[src/rtl/assert_macros.svh]
// assertion helpers for the rtl, compiled out with NO_ASSERTIONS
`ifndef ASSERT_MACROS_SVH
`define ASSERT_MACROS_SVH

`ifndef NO_ASSERTIONS

`define ASSERT_CLK(lbl, clk, rst, prop, msg) \
  lbl: assert property (@(posedge clk) disable iff (rst) prop) else $error(msg);

`define ASSERT_NEVER(lbl, clk, rst, cond, msg) \
  lbl: assert property (@(posedge clk) disable iff (rst) !(cond)) else $error(msg);

`else

`define ASSERT_CLK(lbl, clk, rst, prop, msg)

`define ASSERT_NEVER(lbl, clk, rst, cond, msg)

`endif

`endif

[src/rtl/zcdp_pkg.sv]
package zcdp_pkg;

  typedef enum logic [1:0] {
    PH_HEADER = 2'd0,
    PH_NAME   = 2'd1,
    PH_SKIP   = 2'd2,
    PH_STOP   = 2'd3
  } phase_t;

  typedef enum logic [1:0] {
    RK_NAME  = 2'd0,
    RK_ENTRY = 2'd1,
    RK_ERROR = 2'd2
  } rk_t;

  localparam logic KIND_DATA    = 1'b0;
  localparam logic KIND_RESTART = 1'b1;

  // register select, bit 2 of the byte address
  localparam logic REG_TOTAL = 1'b0;
  localparam logic REG_LIMIT = 1'b1;

  localparam logic [15:0] TOTAL_RESET = 16'd0;
  localparam logic [15:0] LIMIT_RESET = 16'd64;

  localparam logic [31:0] CD_SIGNATURE = 32'h0201_4b50;
  localparam int          HEADER_BYTES = 46;
  localparam int          NAME_LIMIT   = 255;

  // header byte offsets
  localparam logic [5:0] HB_METHOD_LO = 6'd10;
  localparam logic [5:0] HB_METHOD_HI = 6'd11;
  localparam logic [5:0] HB_CSIZE_LO  = 6'd20;
  localparam logic [5:0] HB_CSIZE_HI  = 6'd23;
  localparam logic [5:0] HB_USIZE_LO  = 6'd24;
  localparam logic [5:0] HB_USIZE_HI  = 6'd27;
  localparam logic [5:0] HB_NLEN_LO   = 6'd28;
  localparam logic [5:0] HB_NLEN_HI   = 6'd29;
  localparam logic [5:0] HB_XLEN_LO   = 6'd30;
  localparam logic [5:0] HB_XLEN_HI   = 6'd31;
  localparam logic [5:0] HB_CLEN_LO   = 6'd32;
  localparam logic [5:0] HB_CLEN_HI   = 6'd33;
  localparam logic [5:0] HB_OFFS_LO   = 6'd42;
  localparam logic [5:0] HB_OFFS_HI   = 6'd45;
  localparam logic [5:0] HB_LAST      = 6'(HEADER_BYTES - 1);

  typedef struct packed {
    logic [15:0] total;
    logic [15:0] limit;
  } cfg_t;

  typedef struct packed {
    rk_t         kind;
    logic [15:0] index;
    logic [7:0]  nbyte;
    logic [7:0]  npos;
    logic [15:0] method;
    logic [31:0] csize;
    logic [31:0] usize;
    logic [31:0] offset;
    logic [7:0]  nlen;
    logic        last;
  } res_t;

endpackage

[src/rtl/zcdp_regs.sv]
module zcdp_regs (
  input  logic              clk,
  input  logic              rst,
  input  logic              psel,
  input  logic              penable,
  input  logic              pwrite,
  input  logic [2:0]        paddr,
  input  logic [31:0]       pwdata,
  output logic [31:0]       prdata,
  output logic              pready,
  output zcdp_pkg::cfg_t    cfg
);
  import zcdp_pkg::*;

  logic wr;

  assign pready = 1'b1;
  assign wr     = psel && penable && pwrite;

  always_ff @(posedge clk) begin
    if (rst) begin
      cfg.total <= TOTAL_RESET;
      cfg.limit <= LIMIT_RESET;
    end else if (wr) begin
      unique case (paddr[2])
        REG_TOTAL: cfg.total <= pwdata[15:0];
        REG_LIMIT: cfg.limit <= pwdata[15:0];
        default: ;
      endcase
    end
  end

  always_comb begin
    unique case (paddr[2])
      REG_TOTAL: prdata = {16'd0, cfg.total};
      REG_LIMIT: prdata = {16'd0, cfg.limit};
      default:   prdata = 32'd0;
    endcase
  end

endmodule

[src/rtl/zcdp_core.sv]
module zcdp_core (
  input  logic              clk,
  input  logic              rst,
  input  logic              step,
  input  logic              restart,
  input  logic [7:0]        data_byte,
  input  zcdp_pkg::cfg_t    cfg,
  output logic              res_fire,
  output zcdp_pkg::res_t    res
);
  import zcdp_pkg::*;

  phase_t      phase, phase_next;
  logic [16:0] byte_count, byte_count_next;
  logic [15:0] entries_done, entries_done_next;
  logic [31:0] signature_word, signature_word_next;
  logic [15:0] method_word, method_word_next;
  logic [31:0] compressed_word, compressed_word_next;
  logic [31:0] uncompressed_word, uncompressed_word_next;
  logic [15:0] stored_name_length, stored_name_length_next;
  logic [16:0] skip_length, skip_length_next;
  logic [31:0] offset_word, offset_word_next;

  // header field capture, applied only while in the header phase
  logic [5:0]  hdr_i;
  logic [1:0]  offs_lane;
  logic [31:0] sig_h;
  logic [15:0] meth_h;
  logic [31:0] csize_h;
  logic [31:0] usize_h;
  logic [15:0] nlen_h;
  logic [16:0] skip_h;
  logic [31:0] offs_h;

  logic [7:0]  kept_len;
  logic [16:0] pos_next;
  logic        name_kept;
  logic        name_end;
  logic [16:0] skip_dec;
  logic [16:0] ent_inc;
  logic        is_last;

  logic do_name, do_entry, do_error, to_name, to_skip, merged;

  assign hdr_i     = byte_count[5:0];
  assign offs_lane = hdr_i[1:0] - 2'd2;

  always_comb begin
    sig_h   = signature_word;
    meth_h  = method_word;
    csize_h = compressed_word;
    usize_h = uncompressed_word;
    nlen_h  = stored_name_length;
    skip_h  = skip_length;
    offs_h  = offset_word;
    case (hdr_i) inside
      [6'd0:6'd3]:                sig_h[{hdr_i[1:0], 3'b000} +: 8] = data_byte;
      HB_METHOD_LO, HB_METHOD_HI: meth_h[{hdr_i[0], 3'b000} +: 8] = data_byte;
      [HB_CSIZE_LO:HB_CSIZE_HI]:  csize_h[{hdr_i[1:0], 3'b000} +: 8] = data_byte;
      [HB_USIZE_LO:HB_USIZE_HI]:  usize_h[{hdr_i[1:0], 3'b000} +: 8] = data_byte;
      HB_NLEN_LO, HB_NLEN_HI:     nlen_h[{hdr_i[0], 3'b000} +: 8] = data_byte;
      HB_XLEN_LO:                 skip_h = {9'd0, data_byte};
      HB_XLEN_HI:                 skip_h = skip_length | {1'b0, data_byte, 8'd0};
      HB_CLEN_LO:                 skip_h = skip_length + {9'd0, data_byte};
      HB_CLEN_HI:                 skip_h = skip_length + {1'b0, data_byte, 8'd0};
      [HB_OFFS_LO:HB_OFFS_HI]:    offs_h[{offs_lane, 3'b000} +: 8] = data_byte;
      default: ;
    endcase
  end

  assign kept_len  = (stored_name_length > 16'(NAME_LIMIT)) ? 8'(NAME_LIMIT)
                                                            : stored_name_length[7:0];
  assign pos_next  = byte_count + 17'd1;
  assign name_kept = byte_count < {9'd0, kept_len};
  assign name_end  = pos_next >= {1'b0, stored_name_length};
  assign skip_dec  = (skip_length == 17'd0) ? 17'd0 : skip_length - 17'd1;
  assign ent_inc   = {1'b0, entries_done} + 17'd1;
  assign is_last   = (ent_inc >= {1'b0, cfg.total}) || (ent_inc >= {1'b0, cfg.limit});

  // what this byte does to the record
  always_comb begin
    do_name  = 1'b0;
    do_entry = 1'b0;
    do_error = 1'b0;
    to_name  = 1'b0;
    to_skip  = 1'b0;
    merged   = 1'b0;
    if (step) begin
      unique case (phase)
        PH_HEADER: begin
          if (hdr_i == HB_LAST) begin
            if (sig_h != CD_SIGNATURE) do_error = 1'b1;
            else if (nlen_h != 16'd0) to_name = 1'b1;
            else if (skip_h != 17'd0) to_skip = 1'b1;
            else do_entry = 1'b1;
          end
        end
        PH_NAME: begin
          if (name_end && skip_length == 17'd0) begin
            do_entry = 1'b1;
            merged   = name_kept;
          end else begin
            do_name = name_kept;
            to_skip = name_end;
          end
        end
        PH_SKIP: do_entry = (skip_dec == 17'd0);
        PH_STOP: ;
        default: ;
      endcase
    end
  end

  // next phase
  always_comb begin
    phase_next = phase;
    if (restart) begin
      phase_next = (cfg.total == 16'd0 || cfg.limit == 16'd0) ? PH_STOP : PH_HEADER;
    end else if (do_error) begin
      phase_next = PH_STOP;
    end else if (do_entry) begin
      phase_next = is_last ? PH_STOP : PH_HEADER;
    end else if (to_name) begin
      phase_next = PH_NAME;
    end else if (to_skip) begin
      phase_next = PH_SKIP;
    end
  end

  // datapath and result
  always_comb begin
    byte_count_next         = byte_count;
    entries_done_next       = entries_done;
    signature_word_next     = signature_word;
    method_word_next        = method_word;
    compressed_word_next    = compressed_word;
    uncompressed_word_next  = uncompressed_word;
    stored_name_length_next = stored_name_length;
    skip_length_next        = skip_length;
    offset_word_next        = offset_word;

    if (restart) begin
      byte_count_next         = 17'd0;
      entries_done_next       = 16'd0;
      signature_word_next     = 32'd0;
      method_word_next        = 16'd0;
      compressed_word_next    = 32'd0;
      uncompressed_word_next  = 32'd0;
      stored_name_length_next = 16'd0;
      skip_length_next        = 17'd0;
      offset_word_next        = 32'd0;
    end else if (step) begin
      unique case (phase)
        PH_HEADER: begin
          signature_word_next     = sig_h;
          method_word_next        = meth_h;
          compressed_word_next    = csize_h;
          uncompressed_word_next  = usize_h;
          stored_name_length_next = nlen_h;
          skip_length_next        = skip_h;
          offset_word_next        = offs_h;
          byte_count_next         = (to_name || to_skip || do_entry) ? 17'd0 : pos_next;
        end
        PH_NAME:  byte_count_next  = pos_next;
        PH_SKIP:  skip_length_next = skip_dec;
        PH_STOP:  ;
        default:  ;
      endcase
      if (do_entry) begin
        entries_done_next = ent_inc[15:0];
        byte_count_next   = 17'd0;
      end
    end

    res_fire   = do_name || do_entry || do_error;
    res        = '0;
    res.index  = entries_done;
    if (do_error) begin
      res.kind = RK_ERROR;
    end else if (do_entry) begin
      res.kind   = RK_ENTRY;
      res.nbyte  = merged ? data_byte : 8'd0;
      res.npos   = merged ? byte_count[7:0] : 8'd0;
      res.method = method_word_next;
      res.csize  = compressed_word_next;
      res.usize  = uncompressed_word_next;
      res.offset = offset_word_next;
      res.nlen   = kept_len;
      res.last   = is_last;
    end else begin
      res.kind  = RK_NAME;
      res.nbyte = data_byte;
      res.npos  = byte_count[7:0];
    end
  end

  always_ff @(posedge clk) begin
    if (rst) begin
      phase              <= PH_STOP;
      byte_count         <= 17'd0;
      entries_done       <= 16'd0;
      signature_word     <= 32'd0;
      method_word        <= 16'd0;
      compressed_word    <= 32'd0;
      uncompressed_word  <= 32'd0;
      stored_name_length <= 16'd0;
      skip_length        <= 17'd0;
      offset_word        <= 32'd0;
    end else begin
      phase              <= phase_next;
      byte_count         <= byte_count_next;
      entries_done       <= entries_done_next;
      signature_word     <= signature_word_next;
      method_word        <= method_word_next;
      compressed_word    <= compressed_word_next;
      uncompressed_word  <= uncompressed_word_next;
      stored_name_length <= stored_name_length_next;
      skip_length        <= skip_length_next;
      offset_word        <= offset_word_next;
    end
  end

endmodule

[src/rtl/zip_central_directory_parser_unit.sv]
// channel   handshake                 payload
// in        in_valid / in_ready       kind, data_byte
// out       out_valid / out_ready     result_kind ... last_entry
// cfg       psel penable pwrite       paddr, pwdata, prdata (pready tied high)
//
// one directory byte or restart request per cycle while in_ready is high; a result
// appears in the cycle after the byte that causes it, from the single-pass record state update
// reset leaves the parser stopped (entry_total resets to 0) until entry_total
// is written and a restart follows
// in_ready drops only while a result waits in the output register
// and out_ready is low; no clearing pass, no memories
module zip_central_directory_parser_unit (
  input  logic        clk,
  input  logic        rst,
  input  logic        in_valid,
  output logic        in_ready,
  input  logic        kind,
  input  logic [7:0]  data_byte,
  output logic        out_valid,
  input  logic        out_ready,
  output logic [1:0]  result_kind,
  output logic [15:0] entry_index,
  output logic [7:0]  name_byte,
  output logic [7:0]  name_position,
  output logic [15:0] method,
  output logic [31:0] compressed_size,
  output logic [31:0] uncompressed_size,
  output logic [31:0] local_offset,
  output logic [7:0]  name_length,
  output logic        last_entry,
  input  logic        psel,
  input  logic        penable,
  input  logic        pwrite,
  input  logic [2:0]  paddr,
  input  logic [31:0] pwdata,
  output logic [31:0] prdata,
  output logic        pready
);
  import zcdp_pkg::*;
  `include "assert_macros.svh"

  cfg_t cfg;
  res_t core_res;
  res_t res;
  logic core_fire;
  logic accept;
  logic step;
  logic restart;

  assign in_ready = !out_valid || out_ready;
  assign accept   = in_valid && in_ready;
  assign step     = accept && (kind == KIND_DATA);
  assign restart  = accept && (kind == KIND_RESTART);

  zcdp_regs u_regs (
    .clk     (clk),
    .rst     (rst),
    .psel    (psel),
    .penable (penable),
    .pwrite  (pwrite),
    .paddr   (paddr),
    .pwdata  (pwdata),
    .prdata  (prdata),
    .pready  (pready),
    .cfg     (cfg)
  );

  zcdp_core u_core (
    .clk       (clk),
    .rst       (rst),
    .step      (step),
    .restart   (restart),
    .data_byte (data_byte),
    .cfg       (cfg),
    .res_fire  (core_fire),
    .res       (core_res)
  );

  always_ff @(posedge clk) begin
    if (rst) begin
      out_valid <= 1'b0;
    end else if (accept && core_fire) begin
      out_valid <= 1'b1;
    end else if (out_ready) begin
      out_valid <= 1'b0;
    end
  end

  always_ff @(posedge clk) begin
    if (accept && core_fire) begin
      res <= core_res;
    end
  end

  assign result_kind       = res.kind;
  assign entry_index       = res.index;
  assign name_byte         = res.nbyte;
  assign name_position     = res.npos;
  assign method            = res.method;
  assign compressed_size   = res.csize;
  assign uncompressed_size = res.usize;
  assign local_offset      = res.offset;
  assign name_length       = res.nlen;
  assign last_entry        = res.last;

  `ASSERT_CLK(a_stall_blocks_input, clk, rst, out_valid && !out_ready |-> !in_ready, "input taken while result stalled")
  `ASSERT_CLK(a_restart_no_result, clk, rst, in_valid && in_ready && kind == KIND_RESTART |=> !out_valid, "restart produced a result")
  `ASSERT_NEVER(a_name_pos_range, clk, rst, out_valid && result_kind == RK_NAME && name_position == 8'd255, "name position past kept name")

endmodule
[config.mk]
export PLATFORM = sky130hd
export DESIGN_NAME = zip_central_directory_parser_unit
export DESIGN_NICKNAME = d
export VERILOG_FILES = /design/src/rtl/zcdp_pkg.sv /design/src/rtl/zcdp_regs.sv /design/src/rtl/zcdp_core.sv /design/src/rtl/zip_central_directory_parser_unit.sv
export VERILOG_INCLUDE_DIRS = /design/src /design/src/rtl
export SDC_FILE = /design/constraint.sdc
export NUM_CORES = 1
export LEC_CHECK = 0
export BUFFER_PORTS_ARGS = -buffer_cell sky130_fd_sc_hd__buf_2
export CAP_MARGIN = 20
export CORE_MARGIN = 1
export CORE_UTILIZATION = 50
export DETAILED_ROUTE_END_ITERATION = 8
export PLACE_DENSITY = 0.7
export SLEW_MARGIN = 10
export SYNTH_ARGS = -nofsm -noshare
export SYNTH_HDL_FRONTEND = slang
export SYNTH_HIERARCHICAL = 1
export SYNTH_SLANG_ARGS = --single-unit
[constraint.sdc]
create_clock -name clk -period 20.6 [get_ports clk]
set_clock_uncertainty 0.05 [all_clocks]
set_input_delay 6.18 -clock clk [delete_from_list [all_inputs] [get_ports clk]]
set_output_delay 6.18 -clock clk [all_outputs]
set_load 0.02 [all_outputs]
**Yosys cells after proc, flatten, opt, wreduce, memory -nomap -nowiden**

Index checks and enable logic that the tools add are counted.

- Word-level logic and storage cells: 208
- Register bits: 400
- Output and inout port bits: 190
- Bits of input ports: 51

- $lt $le $gt $ge: 13
- Reduce and logical (&&, ||, !) cells: 40
- Bitwise logic cells: 4
- Mux-type cells: 101
- Add/sub/neg operators: 9
- Equal/unequal tests: 12
- Shifts and indexed selects: 6

Operators with widths:

| operator | count |
|---|---|
| 32-bit 2-to-1 mux | 27 |
| 17-bit 2-to-1 mux | 12 |
| 16-bit 2-to-1 mux | 11 |
| 32-bit bitwise mux | 4 |
| 17-bit case mux with 2 select lines | 2 |
| 32-bit case mux with 2 select lines | 1 |
| 8-bit by 7-bit variable shift with 32-bit output, first input constant | 2 |
| 8-bit by 7-bit variable part select with 32-bit output | 2 |
| 17-bit by 16-bit greater-or-equal comparator with 1-bit output | 3 |
| 17-bit logical NOT | 2 |
| 16-bit bitwise mux | 2 |
| 16-bit logical NOT | 2 |
| 32-bit by 26-bit != test with 1-bit output, second input constant | 1 |
| 1-bit 2-to-1 mux | 30 |
| 6-bit by 5-bit equality test with 1-bit output, second input constant | 4 |
| 8-bit 2-to-1 mux | 3 |
| 6-bit equality test, second input constant | 3 |
| 16-bit by 1-bit adder with 17-bit output, second input constant | 1 |
| 17-bit by 1-bit adder with 17-bit output, second input constant | 1 |
| 17-bit by 16-bit adder with 17-bit output | 1 |
| 17-bit by 8-bit adder with 17-bit output | 1 |
| 17-bit by 8-bit less-than comparator with 1-bit output | 1 |
| 17-bit by 16-bit bitwise OR with 17-bit output | 1 |
| 17-bit nonzero test | 1 |
| other kinds (30) | 67 |

**Logic depth before layout (Yosys ltp)**

Gate-level depths: netlist (run 1).

- Depth in word-level cells: 22
- Mapped depth: 20
- Depth with buffers taken out: 18

**Modules after synthesis**

The synthesis (run 1) kept the hierarchy.

By module, submodules not included:

| module | instances | area an instance (um^2) | cells an instance |
|---|---|---|---|
| zcdp_core | 1 | 14408.8 | 1963 |
| zip_central_directory_parser_unit | 1 | 4718.3 | 162 |
| zcdp_regs | 1 | 1704.1 | 162 |

**Worst setup path before layout (run 1)**

OpenSTA, ideal clock, no wires.

- Path kind: input-to-reg
- From: in data_byte[1]
- To: reg res, in the netlist compressed_size[0] (enable)
- Stages: 15
- Data arrival time: 15.739 ns
- Path buffers: 1
- Library setup time: 0.689 ns
- Path slack: 4.122 ns
- Path through: clkbuf_1 > inv_1 > ha_1 > a211oi_1 > nor2_1 > xnor2_1 > o21ai_0 > a221o_1 > or3_1 > nor4b_2 > a211o_2 > nand2_1 > nand2_1 > nand2_1 > nor2b_1

- Cells in the longest elaborated chain, start to end: 20
- Elaborated cells on any way between the ends: 38
- Those cells by class: add/sub: 2; eq/ne: 1; shift: 2; mux: 27; bitwise: 1; reduce/logical: 5

Ends and longest elaborated chain:

| what | RTL line | RTL |
|---|---|---|
| from (decl) | zip_central_directory_parser_unit.sv:18 | `input logic [7:0] data_byte,` |
| 17-bit by 16-bit adder with 17-bit output | zcdp_core.sv:65 | `HB_CLEN_HI: skip_h = skip_length + {1'b0, data_byte, 8'd0};` |
| 17-bit 2-to-1 mux (9 in a row) | zcdp_core.sv:56 | `case (hdr_i) inside` |
| 17-bit nonzero test | zcdp_core.sv:94 | `else if (skip_h != 17'd0) to_skip = 1'b1;` |
| 1-bit 2-to-1 mux | zcdp_core.sv:94 |  |
| 1-bit 2-to-1 mux | zcdp_core.sv:93 | `else if (nlen_h != 16'd0) to_name = 1'b1;` |
| 1-bit 2-to-1 mux | zcdp_core.sv:92 | `if (sig_h != CD_SIGNATURE) do_error = 1'b1;` |
| 1-bit 2-to-1 mux | zcdp_core.sv:91 | `if (hdr_i == HB_LAST) begin` |
| 1-bit case mux with 3 select lines | zcdp_core.sv:89 | `unique case (phase)` |
| 1-bit 2-to-1 mux | zcdp_core.sv:88 | `if (step) begin` |
| 1-bit logical OR | zcdp_core.sv:175 | `res_fire = do_name \|\| do_entry \|\| do_error;` |
| 1-bit logical OR * | zcdp_core.sv:175 |  |
| net core_fire | zip_central_directory_parser_unit.sv:45 | `logic core_fire;` |
| 1-bit logical AND * | zip_central_directory_parser_unit.sv:90 | `if (accept && core_fire) begin` |
| to (signal assigned) | zip_central_directory_parser_unit.sv:91 | `res <= core_res;` |
| to (decl) | zip_central_directory_parser_unit.sv:44 | `res_t res;` |

The timed path passes the listed nets; every way through them passes the cells marked *.
A chain may end at the register's enable or synchronous reset.

**Worst setup path after layout (run 1)**

- From: in paddr[2]
- To: out prdata[8]

- Cells in the longest elaborated chain, start to end: 2

Ends and longest elaborated chain:

| what | RTL line | RTL |
|---|---|---|
| from (decl) | zip_central_directory_parser_unit.sv:34 | `input logic [2:0] paddr,` |
| 1-bit NOT (no source line) | -- |  |
| 32-bit case mux with 2 select lines * | zcdp_regs.sv:34 | `unique case (paddr[2])` |
| to (decl) | zip_central_directory_parser_unit.sv:36 | `output logic [31:0] prdata,` |

Mark *: on every way between the ends. The rest lies on a longest branch, timed or not. The select of a mux whose other input is x is not followed.

==> results of run 1 <==
-- worst max-delay path by stage --
stage / endpoint / slack [ps] / cells after the start
after floorplan: compressed_size[0]$_DFFE_PP_ / 4120 / 15
after global placement: prdata[13] / 7280 / 3
after detailed placement: prdata[8] / 7280 / 3
after CTS: prdata[8] / 7270 / 3
after global routing: prdata[8] / 7240 / 3
final: prdata[8] / 7270 / 3
-- routing by layer --
layer | up-vias | GRT usage, %
li1 | 8422 | -
met1 | 8395 | 36.9
met2 | 716 | 43.2
met3 | 135 | 3.93
met4 | 0 | 10.2
met5 | - | 0
-- flip-flops by register name (all words and copies together), names as in the netlist, 32 cells and up --
register                  count
u_regs/cfg                   32
u_core/compressed_word       32
u_core/uncompressed_word     32
uncompressed_size            32
u_core/signature_word        32
compressed_size              32
local_offset                 32
u_core/offset_word           32
-- cell type report --
type | instances | area, um^2
sequential | 400 | 9560
clock inverter | 25 | 348
clock buffer | 53 | 1160
multi-input combinational | 1651 | 10200
inverter | 89 | 334
fill | 3640 | 17400
timing repair buffer | 234 | 1280
tap | 532 | 666
-- cells by family (layout without fill, tap and decap cells) --
| kind of cell | count (synthesis) | after routing | share of synthesized area (%) |
|---|---|---|---|
| mux | 88 | 88 | 4.34 |
| other cells | 2 | 17 | 0.0361 |
| simple gates | 965 | 965 | 23.0 |
| xor+xnor | 49 | 49 | 2.06 |
| buf+inv | 251 | 401 | 5.74 |
| compound gates | 442 | 442 | 13.5 |
| fa+ha+maj | 90 | 90 | 5.48 |
| flops | 400 | 400 | 45.9 |
-- cell usage after synthesis (all sizes together), types with 11 or more instances --
| master | instances | share of area [%] |
|---|---|---|
| a211oi | 15 | 0.59 |
| a21o | 21 | 0.76 |
| a21oi | 197 | 4.8 |
| a22oi | 15 | 0.54 |
| a31oi | 12 | 0.36 |
| and2 | 19 | 0.57 |
| and3 | 47 | 1.4 |
| buf | 62 | 2.3 |
| clkbuf | 100 | 1.8 |
| dfxtp | 245 | 24 |
| edfxtp | 155 | 22 |
| ha | 88 | 5.3 |
| inv | 88 | 1.6 |
| mux2 | 19 | 1.0 |
| mux2i | 69 | 3.3 |
| nand2 | 148 | 2.7 |
| nand2b | 64 | 2.0 |
| nand3 | 41 | 1.0 |
| nand4 | 34 | 1.0 |
| nor2 | 385 | 6.9 |
| nor2b | 18 | 0.54 |
| nor3 | 98 | 2.4 |
| nor4 | 36 | 1.2 |
| o211ai | 25 | 0.90 |
| o21ai | 47 | 1.1 |
| o22ai | 11 | 0.33 |
| or4 | 15 | 0.54 |
| xnor2 | 36 | 1.5 |
| xor2 | 13 | 0.55 |
-- tightest hold or removal path: stages (launching register included) --
cell	delay (ps)
sky130_fd_sc_hd__dfxtp_1	310
sky130_fd_sc_hd__nand2_1	50
sky130_fd_sc_hd__a21oi_1	50
-- power by group through the flow --
| stage | Sequential (mW) | Combinational (mW) | Clock [mW] |
|---|---|---|---|
| after floorplan | 0.838 | 0.0606 | 0 |
| after global placement | 0.840 | 0.0818 | 0 |
| after detailed placement | 0.840 | 0.0830 | 0 |
| after CTS | 0.822 | 0.0835 | 0.833 |
| after global routing | 0.823 | 0.0922 | 0.864 |
| final | 0.823 | 0.0858 | 0.824 |
-- stage by stage --
stage	util (%)	instances	area, um^2	total power, mW	setup WS [ps]
2_1_floorplan	-	2302	20900	0.899	4120
3_3_place_gp	53.6	2901	21900	0.921	7280
3_5_place_dp	53.6	2901	21900	0.923	7280
4_1_cts	57.3	2979	23400	1.74	7270
5_1_grt	57.5	2984	23500	1.78	7240
6_report	57.5	2984	23500	1.73	7270
==> results.md, run 1 <==
| Step | Result | Value |
|---|---|---|
| worst setup path | Crit end category | output pin |
| route | Met3 routed wirelength | 4.10 mm |
| worst setup path | Critical path launch point type | input port |
| die | Die extent in x | 206 um |
| route | Post-Route WL | 58.8 mm |
| min path | Launch point of the worst hold path | u_core/signature_word[25]$_SDFFE_PP0P_ |
| synthesis | Commonest register cell after synthesis | sky130_fd_sc_hd__dfxtp_1 |
| clock network | Number of CTS-inserted buffers | 43 |
| run | Max-cap violations | 0 |
| clock network | Total number of clock tree sinks | 400 |
| final layout | Synthesis-to-layout area growth | 12.9% |
| route | Total vias in the final route | 17668 |
| placed design | PortBufs | 205 |
| synthesis | Async SR Flop Fraction | 0% |
| worst setup path | Depth of the worst register-to-register path | 16 |
| worst setup path | Worst setup path start | paddr[2] |
| final layout | Top library cells by usage in the layout, fill and taps aside | sky130_fd_sc_hd__nor2_1, sky130_fd_sc_hd__dfxtp_1, sky130_fd_sc_hd__buf_2, sky130_fd_sc_hd__a21oi_1, sky130_fd_sc_hd__edfxtp_1 |
| sta | Final critical-path required period | 13330 ps |
| power | Switching Power | 384 uW |
| final layout | NumNets Final | 2560 |
| worst setup path | Family of cells with the greatest summed delay on the critical path | buffers and inverters |
| route | Detail Route met2 WL | 26.8 mm |
| synthesis | Gate Count Post-Synth | 2287 |
| worst setup path | Buf/Inv on CP | 2 |
| power | Leakage power of the design | 9.44 nW |
| sta | Final worst-path cycle share | 64.7% |
| clock network | TritonCTS clock tree | done |
| grt | Largest net degree at the start of global routing | 113 |
| clock network | Clock transition at the registers of the reported paths | 60 ps |
| grt | Number of global-route vias before repair | 16545 |
| worst setup path | Worst reg2reg path endpoint | uncompressed_size[3]$_DFFE_PP_ |
| route | Total DRC errors in the routed layout | 0 |
| min path | Cell count of the worst hold path | 2 |
| final layout | Most common cell after layout, fill and taps aside | sky130_fd_sc_hd__nor2_1 |
| power | Total internal power | 1.35 mW |
| clock network | Number of buffers added to fix hold violations after cts | 0 |
| route | Antenna Nets Post-Route | 0 |
| worst setup path | Critical path arrival | 7100 ps |
| clock network | H-Tree Level Count | 2 |
| sta | Final setup violating endpoints | 0 |
| final layout | Fraction of final layout cells with drive strength greater than 1 | 14.5% |
| grt | Total overflow reported by the global router | 0 |
| route | Routed metal-1 wire length | 25.8 mm |
| die | Core region area | 0.0409 mm^2 |
| grt | Initial antenna violation count | 0 |
| grt | Global-route wire length before repair | 90.5 mm |
| sta | Final Hold Slack | 406 ps |
| synthesis | Warnings from Yosys | 6 |
| clock network | Post-CTS setup buffer count | 0 |
| sta | Worst slew slack as a fraction of its limit | 18.1% |
| final layout | Inserted Diodes | 0 |
| power | Sequential share of power | 47.5% |
| synthesis | Count of flip-flops with a built-in enable after synthesis | 155 |
| clock network | Bufs on Longest Clock Path | 3 |
| clock network | Post-CTS Resized | 0 |
| power | Comb pwr share | 5.0% |
| placed design | Detail Placement HPWL | 40.5 mm |
| power | Worst IR drop on VDD | 0.0515 mV |
| grt | GRT Util Overall | 27.0% |
| worst setup path | Worst Setup Path Type | in -> out |
| worst setup path | Critical R2R Launch | u_core/byte_count[1]$_SDFFE_PP0P_ |
| route | Drt first-iter violations | 1572 |
| route | Highest signal layer in the routed design | met4 |
| sta | Final hold vios | 0 |
| die | Chip height | 206 um |
| power | Clock share of power | 47.6% |
| die | Initial standard-cell utilization of the core | 50.9% |
| sta | Worst Tran Pin Value | 1210 ps |
| sta | Number of slew-limit violations in the final report | 0 |
| worst setup path | CP Data Required Time | 14370 ps |
| die | I/O pin count | 241 |
| sta | RSZ-0062 raised after global routing | false |
| route | Vias per inst | 5.92 |
| power | Proportion of total power due to net switching | 22.1% |
| synthesis | Mean area per synthesized cell | 9.11 um^2 |
| synthesis | Part of the Yosys area used for sequential elements | 45.9% |
| sta | Summed negative setup slack over all endpoints | 0 ps |
| clock network | Clock Latency Late Sink | 570 ps |
| clock network | Root buffer selected by CTS | sky130_fd_sc_hd__clkbuf_16 |
| worst setup path | CP Cell Sequence | buf_2 > mux2_2 > buf_2 |
| placed design | Weighted congestion reported at the end of routability-driven placement | 0.972 |
| synthesis | Flops & latches, synth | 400 |
| synthesis | Netlist Area Pre-Place | 0.0208 mm^2 |
| die | Row count | 74 |
| status | Result of the run | finished, final reports clean |
| worst setup path | Longest individual stage delay on the worst path | 400 ps |
| worst setup path | R2R Setup Slk | 13150 ps |
| route | TritonRoute pass-1 iters | 6 |
| worst setup path | Critical-path top delay cell | sky130_fd_sc_hd__mux2_2 |
| power | Cell area power density | 73.7 mW/mm^2 |
| die | Full die area | 0.0425 mm^2 |
| synthesis | Unique masters post-synth | 92 |
| min path | Destination of the worst hold path | u_core/signature_word[25]$_SDFFE_PP0P_ |
| route | Routed length per instance | 19.7 um |
| min path | Worst hold path type | reg -> reg |
| worst setup path | Critical path fanouts, max | 20 |
| sta | Maximum clock frequency | 75.0 MHz |
| worst setup path | Most prevalent standard cell on the critical path | sky130_fd_sc_hd__buf_2 |
No activity file was read; power rests on OpenSTA's default activity.
==> inputs of run 2 (changes only) <==
--- a/config.mk
+++ b/config.mk
@@ -6,12 +6,13 @@
 export SDC_FILE = /design/constraint.sdc
 export NUM_CORES = 1
 export LEC_CHECK = 0
+export ABC_AREA = 1
 export BUFFER_PORTS_ARGS = -buffer_cell sky130_fd_sc_hd__buf_2
 export CAP_MARGIN = 20
 export CORE_MARGIN = 1
 export CORE_UTILIZATION = 50
 export DETAILED_ROUTE_END_ITERATION = 8
-export PLACE_DENSITY = 0.7
+export PLACE_DENSITY = 0.73
 export SLEW_MARGIN = 10
 export SYNTH_ARGS = -nofsm -noshare
 export SYNTH_HDL_FRONTEND = slang
==> constraint.sdc (replaced) <==
create_clock -name clk -period 11.7 [get_ports clk]
set_clock_uncertainty 0.05 [all_clocks]
set_input_delay 3.51 -clock clk [delete_from_list [all_inputs] [get_ports clk]]
set_output_delay 3.51 -clock clk [all_outputs]
set_load 0.02 [all_outputs]
==> run 2 against run 1 <==
Area after synthesis rose by 3.5%. Cell area rose by 3.1%. Critical path type unchanged. Via count rose by 11%. Register-to-register slack got worse by 6900 ps.
==> results.md, run 2 <==
| Step | Result | Value |
|---|---|---|
| worst setup path | Worst setup path start | paddr[2] |
| sta | Final worst-path cycle share | 71.5% |
| final layout | Synthesis-to-layout area growth | 12.4% |
| route | Drt first-iter violations | 2092 |
| power | Leakage power of the design | 10.7 nW |
| synthesis | Unique masters post-synth | 64 |
| clock network | Clock transition at the registers of the reported paths | 60 ps |
| grt | Largest net degree at the start of global routing | 102 |
| synthesis | Warnings from Yosys | 6 |
| clock network | TritonCTS clock tree | done |
| clock network | Clock Latency Late Sink | 580 ps |
| clock network | Post-CTS Resized | 0 |
| clock network | Post-CTS setup buffer count | 0 |
| sta | Worst slew slack as a fraction of its limit | 28.7% |
| final layout | Top library cells by usage in the layout, fill and taps aside | sky130_fd_sc_hd__nand2_1, sky130_fd_sc_hd__nor2_1, sky130_fd_sc_hd__inv_1, sky130_fd_sc_hd__dfxtp_1, sky130_fd_sc_hd__buf_2 |
| power | Worst IR drop on VDD | 0.0943 mV |
| clock network | Number of CTS-inserted buffers | 43 |
| worst setup path | Critical path launch point type | input port |
| min path | Launch point of the worst hold path | u_core/entries_done[12]$_SDFFE_PP0P_ |
| status | Result of the run | finished, final reports clean |
| power | Total Power | 3.16 mW |
| clock network | Number of buffers added to fix hold violations after cts | 0 |
| sta | Final critical-path required period | 8360 ps |
| run | Max-cap violations | 0 |
| final layout | Fraction of final layout cells with drive strength greater than 1 | 12.8% |
| synthesis | Main combinational cell family by area after synthesis | simple AND/OR/NAND/NOR gates |
| sta | Final hold vios | 0 |
| worst setup path | Longest individual stage delay on the worst path | 540 ps |
| clock network | Bufs on Longest Clock Path | 3 |
| grt | Global-route wire length before repair | 97.4 mm |
| die | Full die area | 0.0440 mm^2 |
| sta | Maximum clock frequency | 120 MHz |
| final layout | Final cell utilization of the core | 57.4% |
| die | Die extent in x | 210 um |
| placed design | PortBufs | 205 |
| power | Cell area power density | 130 mW/mm^2 |
| route | Total DRC errors in the routed layout | 0 |
| final layout | NumNets Final | 3123 |
| synthesis | Async SR Flop Fraction | 0% |
| die | Row count | 75 |
| synthesis | Count of flip-flops with a built-in enable after synthesis | 155 |
| synthesis | Fraction of synthesized cell area taken by the top area cell type | 22.7% |
| min path | Worst hold path type | reg -> reg |
| synthesis | Multiplexer fraction of the synthesized cell area | 0.603% |
| synthesis | Adder-Cell Fraction of Synth Area | 5.29% |
| synthesis | Most area-consuming cells after synthesis | sky130_fd_sc_hd__dfxtp_1, sky130_fd_sc_hd__edfxtp_1, sky130_fd_sc_hd__nand2_1 |
| sta | Final setup violating endpoints | 0 |
| final layout | Final design instance area without fill | 0.0242 mm^2 |
| final layout | Fill cell total of the finished layout | 3894 |
| worst setup path | Crit end category | output pin |
| worst setup path | CP Cell Sequence | buf_2 > inv_4 > nand2_1 > nand2_1 > buf_2 |
| worst setup path | Family of cells with the greatest summed delay on the critical path | buffers and inverters |
| final layout | Most common cell after layout, fill and taps aside | sky130_fd_sc_hd__nand2_1 |
| synthesis | Top cell type by total area after synthesis | sky130_fd_sc_hd__dfxtp_1 |
| die | Initial standard-cell utilization of the core | 51.1% |
| die | Chip height | 210 um |
| synthesis | Mean area per synthesized cell | 7.61 um^2 |
| route | Antenna Nets Post-Route | 0 |
| worst setup path | Critical-path top delay cell | sky130_fd_sc_hd__buf_2 |
| synthesis | Leading post-synthesis cells by instance count | sky130_fd_sc_hd__nand2_1, sky130_fd_sc_hd__nor2_1, sky130_fd_sc_hd__inv_1 |
| synthesis | Flops & latches, synth | 400 |
| synthesis | Netlist Area Pre-Place | 0.0216 mm^2 |
| placed design | Detail Placement HPWL | 44.9 mm |
| die | I/O pin count | 241 |
| clock network | Root buffer selected by CTS | sky130_fd_sc_hd__clkbuf_16 |
| placed design | Weighted congestion reported at the end of routability-driven placement | 0.983 |
| route | Vias per inst | 5.52 |
| sta | Worst Tran Pin Value | 1070 ps |
| clock network | Total number of clock tree sinks | 400 |
| grt | Total overflow reported by the global router | 0 |
| synthesis | Leading cell type by number of instances after synthesis | sky130_fd_sc_hd__nand2_1 |
| die | Core region area | 0.0422 mm^2 |
| synthesis | Gate Count Post-Synth | 2835 |
| worst setup path | Critical path arrival | 4800 ps |
| worst setup path | Critical path fanouts, max | 34 |
| clock network | H-Tree Level Count | 2 |
| synthesis | Fraction of synthesized cell area in xor and xnor cells | 1.30% |
| route | Total vias in the final route | 19650 |
| worst setup path | CP Data Required Time | 8140 ps |
| grt | GRT Util Overall | 28.0% |
| worst setup path | Critical R2R Launch | u_core/byte_count[1]$_SDFFE_PP0P_ |
| route | Routed length per instance | 17.6 um |
| worst setup path | Buf/Inv on CP | 3 |
| sta | Number of slew-limit violations in the final report | 0 |
| synthesis | Synth Area in Simple Gates | 26.7% |
| synthesis | Compound-gate portion of the synthesized area | 12.0% |
| synthesis | Part of the Yosys area used for sequential elements | 44.3% |
| route | TritonRoute pass-1 iters | 6 |
| placed design | Cell Area, Placed | 0.0227 mm^2 |
| synthesis | Commonest register cell after synthesis | sky130_fd_sc_hd__dfxtp_1 |
| sta | RSZ-0062 raised after global routing | false |
| grt | Initial antenna violation count | 1 |
| grt | Number of global-route vias before repair | 18172 |
| worst setup path | Worst Setup Path Type | in -> out |
| route | Post-Route WL | 62.5 mm |
| sta | Summed negative setup slack over all endpoints | 0 ps |
[run 2: cell count changes after synthesis, moves of 35 or more]
| cell | before | now |
|---|---|---|
| sky130_fd_sc_hd__nand3_1 | 39 | 168 |
| sky130_fd_sc_hd__nor2_1 | 384 | 495 |
| sky130_fd_sc_hd__and3_1 | 47 | 1 |
| sky130_fd_sc_hd__mux2i_1 | 69 | 13 |
| sky130_fd_sc_hd__o211ai_1 | 25 | 66 |
| sky130_fd_sc_hd__nand2b_1 | 63 | 0 |
| sky130_fd_sc_hd__inv_1 | 88 | 330 |
| sky130_fd_sc_hd__a21oi_1 | 196 | 161 |
| sky130_fd_sc_hd__nor3_1 | 97 | 36 |
| sky130_fd_sc_hd__nand2_1 | 148 | 541 |
| sky130_fd_sc_hd__o21ai_0 | 46 | 154 |
[run 2: worst register-to-register path, stage by stage (launching register included)]
cell and delay (ps):
sky130_fd_sc_hd__dfxtp_1 600, sky130_fd_sc_hd__inv_1 180, sky130_fd_sc_hd__ha_1 480, sky130_fd_sc_hd__nand2_1 500, sky130_fd_sc_hd__inv_1 220, sky130_fd_sc_hd__nand2_1 280, sky130_fd_sc_hd__nand2_1 90, sky130_fd_sc_hd__o21ai_1 240
sky130_fd_sc_hd__nand3_1 180, sky130_fd_sc_hd__nor4_2 350, sky130_fd_sc_hd__nand2_1 90, sky130_fd_sc_hd__nand2_1 720, sky130_fd_sc_hd__inv_1 130, sky130_fd_sc_hd__a21oi_1 220, sky130_fd_sc_hd__nand2_1 100, sky130_fd_sc_hd__inv_2 140
sky130_fd_sc_hd__nor2_4 70, sky130_fd_sc_hd__buf_4 360
[run 2: layout make-up]
cell class	instances	area, um^2	share of cell area (%)
antenna	1	2.50	0.0103
timing repair buffer	220	1170	4.83
inverter	366	1380	5.69
clock inverter	25	305	1.26
multi-input combinational	1951	9970	41.1
clock buffer	55	1180	4.88
sequential	400	9560	39.4
tap	539	674	2.78
[run 2: final timing paths]
check,to,slack (ps),cells after the start
max,prdata[12],3340,5
min,entry_index[12]$_DFFE_PP_,410,0
max reg2reg,method[3]$_DFFE_PP_,6250,17
min reg2reg,entry_index[12]$_DFFE_PP_,410,0
[run 2: report_power, final]
| part | switching [mW] | internal, mW | leakage, nW |
|---|---|---|---|
| Clock | 0.577 | 0.853 | 0.724 |
| Sequential | 0.0108 | 1.45 | 3.39 |
| Combinational | 0.197 | 0.0704 | 6.56 |
| Total | 0.785 | 2.38 | 10.7 |
[run 2: through the flow]
stage	hold WS, ps	setup slack (ps)	std cells
6_report	408	3340	3557
4_1_cts	408	3360	3555
5_1_grt	433	3270	3557
2_1_floorplan	358	1460	2850
3_3_place_gp	372	3380	3475
3_5_place_dp	393	3360	3475
[run 2: kinds of logic (layout without fill, tap and decap cells)]
kind of cell,Yosys count,count (layout)
buffers and inverters,499,666
multiplexers,13,13
AO/OA/AOI/OAI,454,454
AND/OR/NAND/NOR,1345,1345
adder cells (fa/ha/maj),90,90
XOR/XNOR,32,32
other,2,18
flip-flops,400,400
[run 2: metal layers]
layer | up-vias | wire length, um | GRT usage (%) | share of wire [%]
met1 | 9154 | 27300 | 38.1 | 44
met5 | - | 0 | 0 | 0
met2 | 802 | 28400 | 44.8 | 45
met3 | 146 | 4600 | 4.52 | 7.4
li1 | 9548 | - | - | -
met4 | 0 | 2150 | 10.4 | 3.4
